File: config.mk
export PLATFORM = sky130hd
export DESIGN_NAME = drs_ctrl
export DESIGN_NICKNAME = d
export VERILOG_FILES = /design/src/rtl/drs_pkg.sv /design/src/rtl/drs_ctrl.sv
export SDC_FILE = /design/constraint.sdc
export NUM_CORES = 1
export LEC_CHECK = 0
export BUFFER_PORTS_ARGS = -buffer_cell sky130_fd_sc_hd__buf_2
export CORE_AREA = 2 2 39 41
export DETAILED_ROUTE_END_ITERATION = 7
export DIE_AREA = 0 0 41 43
export PLACE_DENSITY = 0.37
export SYNTH_ARGS = -nofsm -noshare
export SYNTH_HDL_FRONTEND = slang
export SYNTH_SLANG_ARGS = --single-unit
File: constraint.sdc
create_clock -name clk_i -period 2.3 [get_ports clk_i]
set_input_delay 0.23 -clock clk_i [delete_from_list [all_inputs] [get_ports clk_i]]
set_output_delay 0.23 -clock clk_i [all_outputs]
set_load 0.005 [all_outputs]
File: src/rtl/drs_pkg.sv
// ----------------------------------------------------------------------------
// drs_pkg
// Shared types, constants and helper functions of the dyad recency statistic.
// ----------------------------------------------------------------------------
`default_nettype none

package drs_pkg;

  // Sizing
  localparam int ACTORS    = 64;
  localparam int TIME_BITS = 32;
  localparam int PAIRS     = ACTORS * ACTORS;
  localparam int SLOT_W    = $clog2(PAIRS);
  localparam int AID_W     = $clog2(ACTORS);
  localparam int ID_W      = 6;
  localparam int ID_CNT    = 1 << ID_W;
  localparam int EVT_T_W   = 32;
  localparam int T_IN_W    = (TIME_BITS < EVT_T_W) ? TIME_BITS : EVT_T_W;
  localparam int STAT_W    = 48;

  // Reciprocal: round(2^16 / den), den = diff + 1, quotient below 2^17
  localparam int FRAC_BITS = 16;
  localparam int Q_BITS    = FRAC_BITS + 1;
  localparam int DEN_W     = TIME_BITS + 1;
  localparam int NUM_W     = ((TIME_BITS >= Q_BITS) ? TIME_BITS : Q_BITS) + 1;
  localparam int QCNT_W    = $clog2(Q_BITS);

  localparam logic [STAT_W-1:0] STAT_MAX_POS = {1'b0, {(STAT_W-1){1'b1}}};

  // Configuration register indexes
  localparam int CFG_IDX_W = 2;
  localparam logic [CFG_IDX_W-1:0] CFG_TRANSPOSE_KEY  = 2'd0;
  localparam logic [CFG_IDX_W-1:0] CFG_RAW_DIFFERENCE = 2'd1;
  localparam logic [CFG_IDX_W-1:0] CFG_NO_PAST_VALUE  = 2'd2;

  typedef enum logic [2:0] {
    ST_CLEAR,
    ST_IDLE,
    ST_READ,
    ST_EVAL,
    ST_DIVIDE,
    ST_DONE
  } state_e;

  // Controller to datapath
  typedef struct packed {
    logic clr_en;     // write one zero entry, advance clear address
    logic capture;    // latch an accepted event
    logic rd_en;      // read the pair entry
    logic eval;       // evaluate the entry, update the table
    logic div_start;  // launch the reciprocal
    logic load_out;   // move the result into the output register
  } cmd_t;

  // Datapath to controller
  typedef struct packed {
    logic clr_last;
    logic sampled;
    logic need_div;
    logic div_done;
    logic out_free;
  } status_t;

  // Actor id modulo ACTORS, as a constant lookup over all id codes
  function automatic logic [AID_W-1:0] aid_mod(input logic [ID_W-1:0] id);
    logic [AID_W-1:0] r;
    r = '0;
    for (int v = 0; v < ID_CNT; v++) begin
      if (id == ID_W'(v)) begin
        r = AID_W'(v % ACTORS);
      end
    end
    return r;
  endfunction

  function automatic logic [SLOT_W-1:0] pair_slot(input logic [AID_W-1:0] first,
                                                  input logic [AID_W-1:0] second);
    return SLOT_W'(SLOT_W'(first) * SLOT_W'(ACTORS) + SLOT_W'(second));
  endfunction

endpackage

`default_nettype wire

File: src/rtl/drs_ctrl.sv
// ----------------------------------------------------------------------------
// drs_ctrl
// Sequencer: clear sweep, event capture, table read, evaluate, divide, hand off.
// ----------------------------------------------------------------------------
`default_nettype none

module drs_ctrl (
  input  wire logic               clk_i,
  input  wire logic               rst_ni,
  input  wire logic               evt_valid_i,
  output logic                    evt_ready_o,
  input  wire drs_pkg::status_t   status_i,
  output drs_pkg::cmd_t           cmd_o
);

  drs_pkg::state_e state_q, state_d;

  always_ff @(posedge clk_i or negedge rst_ni) begin
    if (!rst_ni) begin
      state_q <= drs_pkg::ST_CLEAR;
    end else begin
      state_q <= state_d;
    end
  end

  always_comb begin
    state_d = state_q;
    unique case (state_q)
      drs_pkg::ST_CLEAR: begin
        if (status_i.clr_last) state_d = drs_pkg::ST_IDLE;
      end
      drs_pkg::ST_IDLE: begin
        if (evt_valid_i) state_d = drs_pkg::ST_READ;
      end
      drs_pkg::ST_READ: begin
        state_d = drs_pkg::ST_EVAL;
      end
      drs_pkg::ST_EVAL: begin
        if (!status_i.sampled) begin
          state_d = drs_pkg::ST_IDLE;
        end else if (status_i.need_div) begin
          state_d = drs_pkg::ST_DIVIDE;
        end else begin
          state_d = drs_pkg::ST_DONE;
        end
      end
      drs_pkg::ST_DIVIDE: begin
        if (status_i.div_done) state_d = drs_pkg::ST_DONE;
      end
      drs_pkg::ST_DONE: begin
        if (status_i.out_free) state_d = drs_pkg::ST_IDLE;
      end
      default: state_d = drs_pkg::ST_CLEAR;
    endcase
  end

  always_comb begin
    cmd_o       = '0;
    evt_ready_o = 1'b0;
    unique case (state_q)
      drs_pkg::ST_CLEAR: begin
        cmd_o.clr_en = 1'b1;
      end
      drs_pkg::ST_IDLE: begin
        evt_ready_o   = 1'b1;
        cmd_o.capture = evt_valid_i;
      end
      drs_pkg::ST_READ: begin
        cmd_o.rd_en = 1'b1;
      end
      drs_pkg::ST_EVAL: begin
        cmd_o.eval      = 1'b1;
        cmd_o.div_start = status_i.sampled && status_i.need_div;
      end
      drs_pkg::ST_DIVIDE: ;
      drs_pkg::ST_DONE: begin
        cmd_o.load_out = status_i.out_free;
      end
      default: ;
    endcase
  end

endmodule

`default_nettype wire

# --- Word-level counts from Yosys, hierarchy flattened ---
# Cells that the tools add are included.
word_totals:
  inputBits: 8
  output_inout_bits: 7
  ff_bits: 3
classes:
  mux: 13
  eq_ne: 9
  n_reduce_logical: 3
ops:
  columns: ["cell", "n"]
  rows:
  - ["$pmux W3 S6", 1]
  - ["$mux W3", 5]
  - ["$ne A2 B2 Y1 const B", 4]
  - ["$eq A3 B2 Y1 const B", 2]
  - ["$eq A3 B3 Y1 const B", 2]
  - ["$mux W1", 6]
  - ["$reduce_and A4 Y1", 1]
  - ["$eq A3 B1 Y1 const B", 1]
  - ["$logic_not A3 Y1", 1]
  - ["$mux W2", 1]
  - ["$logic_and A1 B1 Y1", 1]

# --- Depth between registers and ports, before layout ---
logic_depth:
  depth_word: 3
  ltp_mapped: 4
  ltp_nobuf: 3

# --- Least setup slack after synthesis ---
# Ideal clock, no wire load.
synth_timing:
  kind: "register -> output"
  from: "register state_q[2]"
  to: "output cmd_o[1] (netlist bit)"
  path_stages_with_launch: 4
  arrival_ns: 0.908
  path_buffers: 1
  slack_ns: 1.162
  cell_sequence: "dfrtp_1 > buf_2 > nor3b_4 > and3_1"
synth_rtl:
  columns: ["element", "line", "source"]
  rows:
  - ["start: declaration", "drs_ctrl.sv:16", "drs_pkg::state_e state_q, state_d;"]
  - ["start signal: assignment", "drs_ctrl.sv:20", "state_q <= drs_pkg::ST_CLEAR;"]
  - ["start signal: assignment", "drs_ctrl.sv:22", "state_q <= state_d;"]
  - ["end: declaration", "drs_ctrl.sv:13", "output drs_pkg::cmd_t cmd_o"]

==> qor.yml <==
status:
  status: "finished clean"
floorplanning:
  initial_utilization_pct: 17.0
  ios: 15
  die_width_um: 41
  rows: 14
  die_h_um: 43
  dieArea_um2: 1760
  core_region_area_um2: 1380
power:
  switching_share_pct: 39.3
  powerDensity_nw_per_um2: 1250
  p_int_w: 0.000253
  power.share.combinational_pct: 43.7
  irDropWorstVdd_mv: 0.335
  cellLeakagePower_nw: 0.168
  pwr-share-clk_pct: 21.6
  p_sw_w: 0.000164
  pwr-share-seq_pct: 34.7
detailed_routing:
  routed_via_density: 4.11
  avgRoutedWirePerCell_um: 9.38
  drc_errors: 0
  drt-initial-drc-count: 7
  drt-total-wl_um: 525
  ant_nets: 0
  num_vias: 230
  first_pass_iters: 2
timing:
  final.setup.tns_ns: 0
  fmax_mhz: 655
  hold_viol_final: 0
  rsz0062_at_grt: "false"
  fin_crit_sh_pct: 66.4
  period_needed_ns: 1.53
  slew_headroom_pct: 77.3
  worst_pin_slew_ns: 0.340
  setup_viol: 0
  final_max_slew_viol_count: 0
  fin_skew_ns: 0.00111
synth:
  synth_top_cell_by_area: "dfrtp_1"
  synth_area_per_cell_um2: 9.80
  synth_area_leaders: "dfrtp_1 (32%), buf_6 (9.6%), nor3b_4 (8.0%), nor3_1 (6.4%), mux2_4 (6.4%)"
  synth_top_area_share_pct: 31.9
  syn_area_um2: 235
  yosys.cell_types.count: 17
  yosys_warnings: 0
  synthCells: 24
  ys_seq_area_share_pct: 31.9
  synth_nets: 32
  yosys_register_bits: 3
setup_path:
  timing.rr.start: "state_q[0]"
  critical_path_class: "reg2out"
  crit_end: "cmd_o[1]"
  reg2reg_to: "state_q[0]"
  regToRegSetupSlack_ns: 1.17
  crit_path_cell_trace: "inv_4 -> nor3b_4 -> and3_1 -> buf_2"
  cp.arrival_ns: 1.30
  cp-startpoint: "state_q[1]"
  rr_worst_depth: 3
  cp_slowest_cell: "dfrtp_1"
  cp-start-kind: "flip-flop"
  crit_fanout: 8
  required_ns: 2.07
  cp-end-kind: "output port"
  cp_slowest_stage_delay_ns: 0.51
cts:
  cts_tree: "done"
  cts_resized: 0
  clk_latency_ns: 0.23
  h-tree-depth: 1
  clock-root-buffer: "clkbuf_4"
  cts_buffer_depth: 2
  cts_made_buffers: 3
  cts_sinks: 3
  postCtsHoldBufs: 1
  clkTransAtPathRegs_ns: 0.04
  postCtsSetupBuffers: 0
min_path:
  holdCritPathClass: "in2reg"
final_layout:
  nNetsFinal: 49
  largest_reg_flops: 3
  reg_top3: "state_q: 3 flops"
  drive_above_1_share_pct: 52.5
  post-route-util_pct: 24.1
  syn_to_final_growth_pct: 42.0
  n_antenna_cell: 0
  max_flop_register: "state_q"
  final_area_um2: 334
global_route:
  grt_pass1_wl_um: 890
  grt_max_degree: 11
  antenna_found_initial: 0
  grt_pass1_vias: 216
  grt_util_all_layers_pct: 7.65
  grt_remaining_overflow: 0
placed_design:
  portBuffers: 14
  gp_congestion: 0.691
  postPlaceCellArea_um2: 298
  hpwl_um: 411
run:
  maxCapViolCount: 0
-- worst min path at each step --
stage                            from          to  slack, ns  depth (start not counted)
after floorplan                rst_ni  state_q[0]      -0.07                          0
after global placement         rst_ni  state_q[2]       0.03                          1
after detailed placement       rst_ni  state_q[0]       0.03                          1
after CTS                 status_i[3]  state_q[2]       0.25                          2
after global routing      status_i[3]  state_q[2]       0.26                          2
final                     status_i[3]  state_q[2]       0.26                          2
-- power groups by stage --
stage,clock network (W),logic (W),registers (W)
floorplan,0,0.000209,0.0000854
global placement,0,0.000183,0.000145
detailed placement,0,0.000183,0.000147
CTS,0.0000933,0.000186,0.000146
global route,0.0000999,0.000206,0.000154
finish,0.0000901,0.000182,0.000145
-- area by class of cell --
cell class / count / area (um2)
Inverter: 1 / 6.26
Fill cell: 165 / 1050
Clock buffer: 4 / 26.3
Multi-Input combinational cell: 17 / 126
Tap cell: 16 / 20.0
Timing Repair Buffer: 15 / 80.1
Sequential cell: 3 / 75.1
-- critical path: cells and delay by family (launching register included) --
| kind | cells | cell delay [ns] |
|---|---|---|
| DFF | 1 | 0.51 |
| and+or+nand+nor | 2 | 0.37 |
| buffers and inverters | 2 | 0.19 |
-- stage by stage --
step / total power (W) / cells / hold slack, ns / setup slack [ns]
6_report: 0.000417 / 56 / 0.256 / 0.773
5_1_grt: 0.000459 / 56 / 0.262 / 0.679
4_1_cts: 0.000425 / 56 / 0.252 / 0.751
3_5_place_dp: 0.000330 / 51 / 0.0263 / 0.997
3_3_place_gp: 0.000328 / 51 / 0.0269 / 1.03
2_1_floorplan: 0.000295 / 24 / -0.0656 / 1.16
-- layer usage --
metal	wire, um	GRT usage, %
met5	0	0
met3	27	3.14
met4	0	6.00
met2	272	10.6
met1	225	8.77
-- cells in the mapped netlist --
master and n:
dfrtp_1 3, nor3_1 3, buf_6 2, nor2_1 2
nor3b_1 2, a32o_1 1, and3_1 1, buf_2 1
inv_4 1, mux2_4 1, nand2_1 1, nand2_2 1
nand4_1 1, nor3b_4 1, o21a_1 1, o21ai_0 1
o311a_1 1
-- logic make-up (layout without fill, tap and decap cells) --
kind of cell	Yosys count	count (layout)	synth area share (%)
simple gates	12	12	33.5
compound gates	4	4	13.8
buf+inv	4	20	14.4
flops	3	3	31.9
mux	1	1	6.38
-- cell usage in the layout, fill, tap and decap left out, drive strengths merged, types with 2 or more instances in the layout --
master  synthesis  routed
buf             3      14
nor3            3       3
nand2           2       2
dfrtp           3       3
nor3b           3       3
nor2            2       2
clkbuf          0       4
No activity file was read; power rests on OpenSTA's default activity.
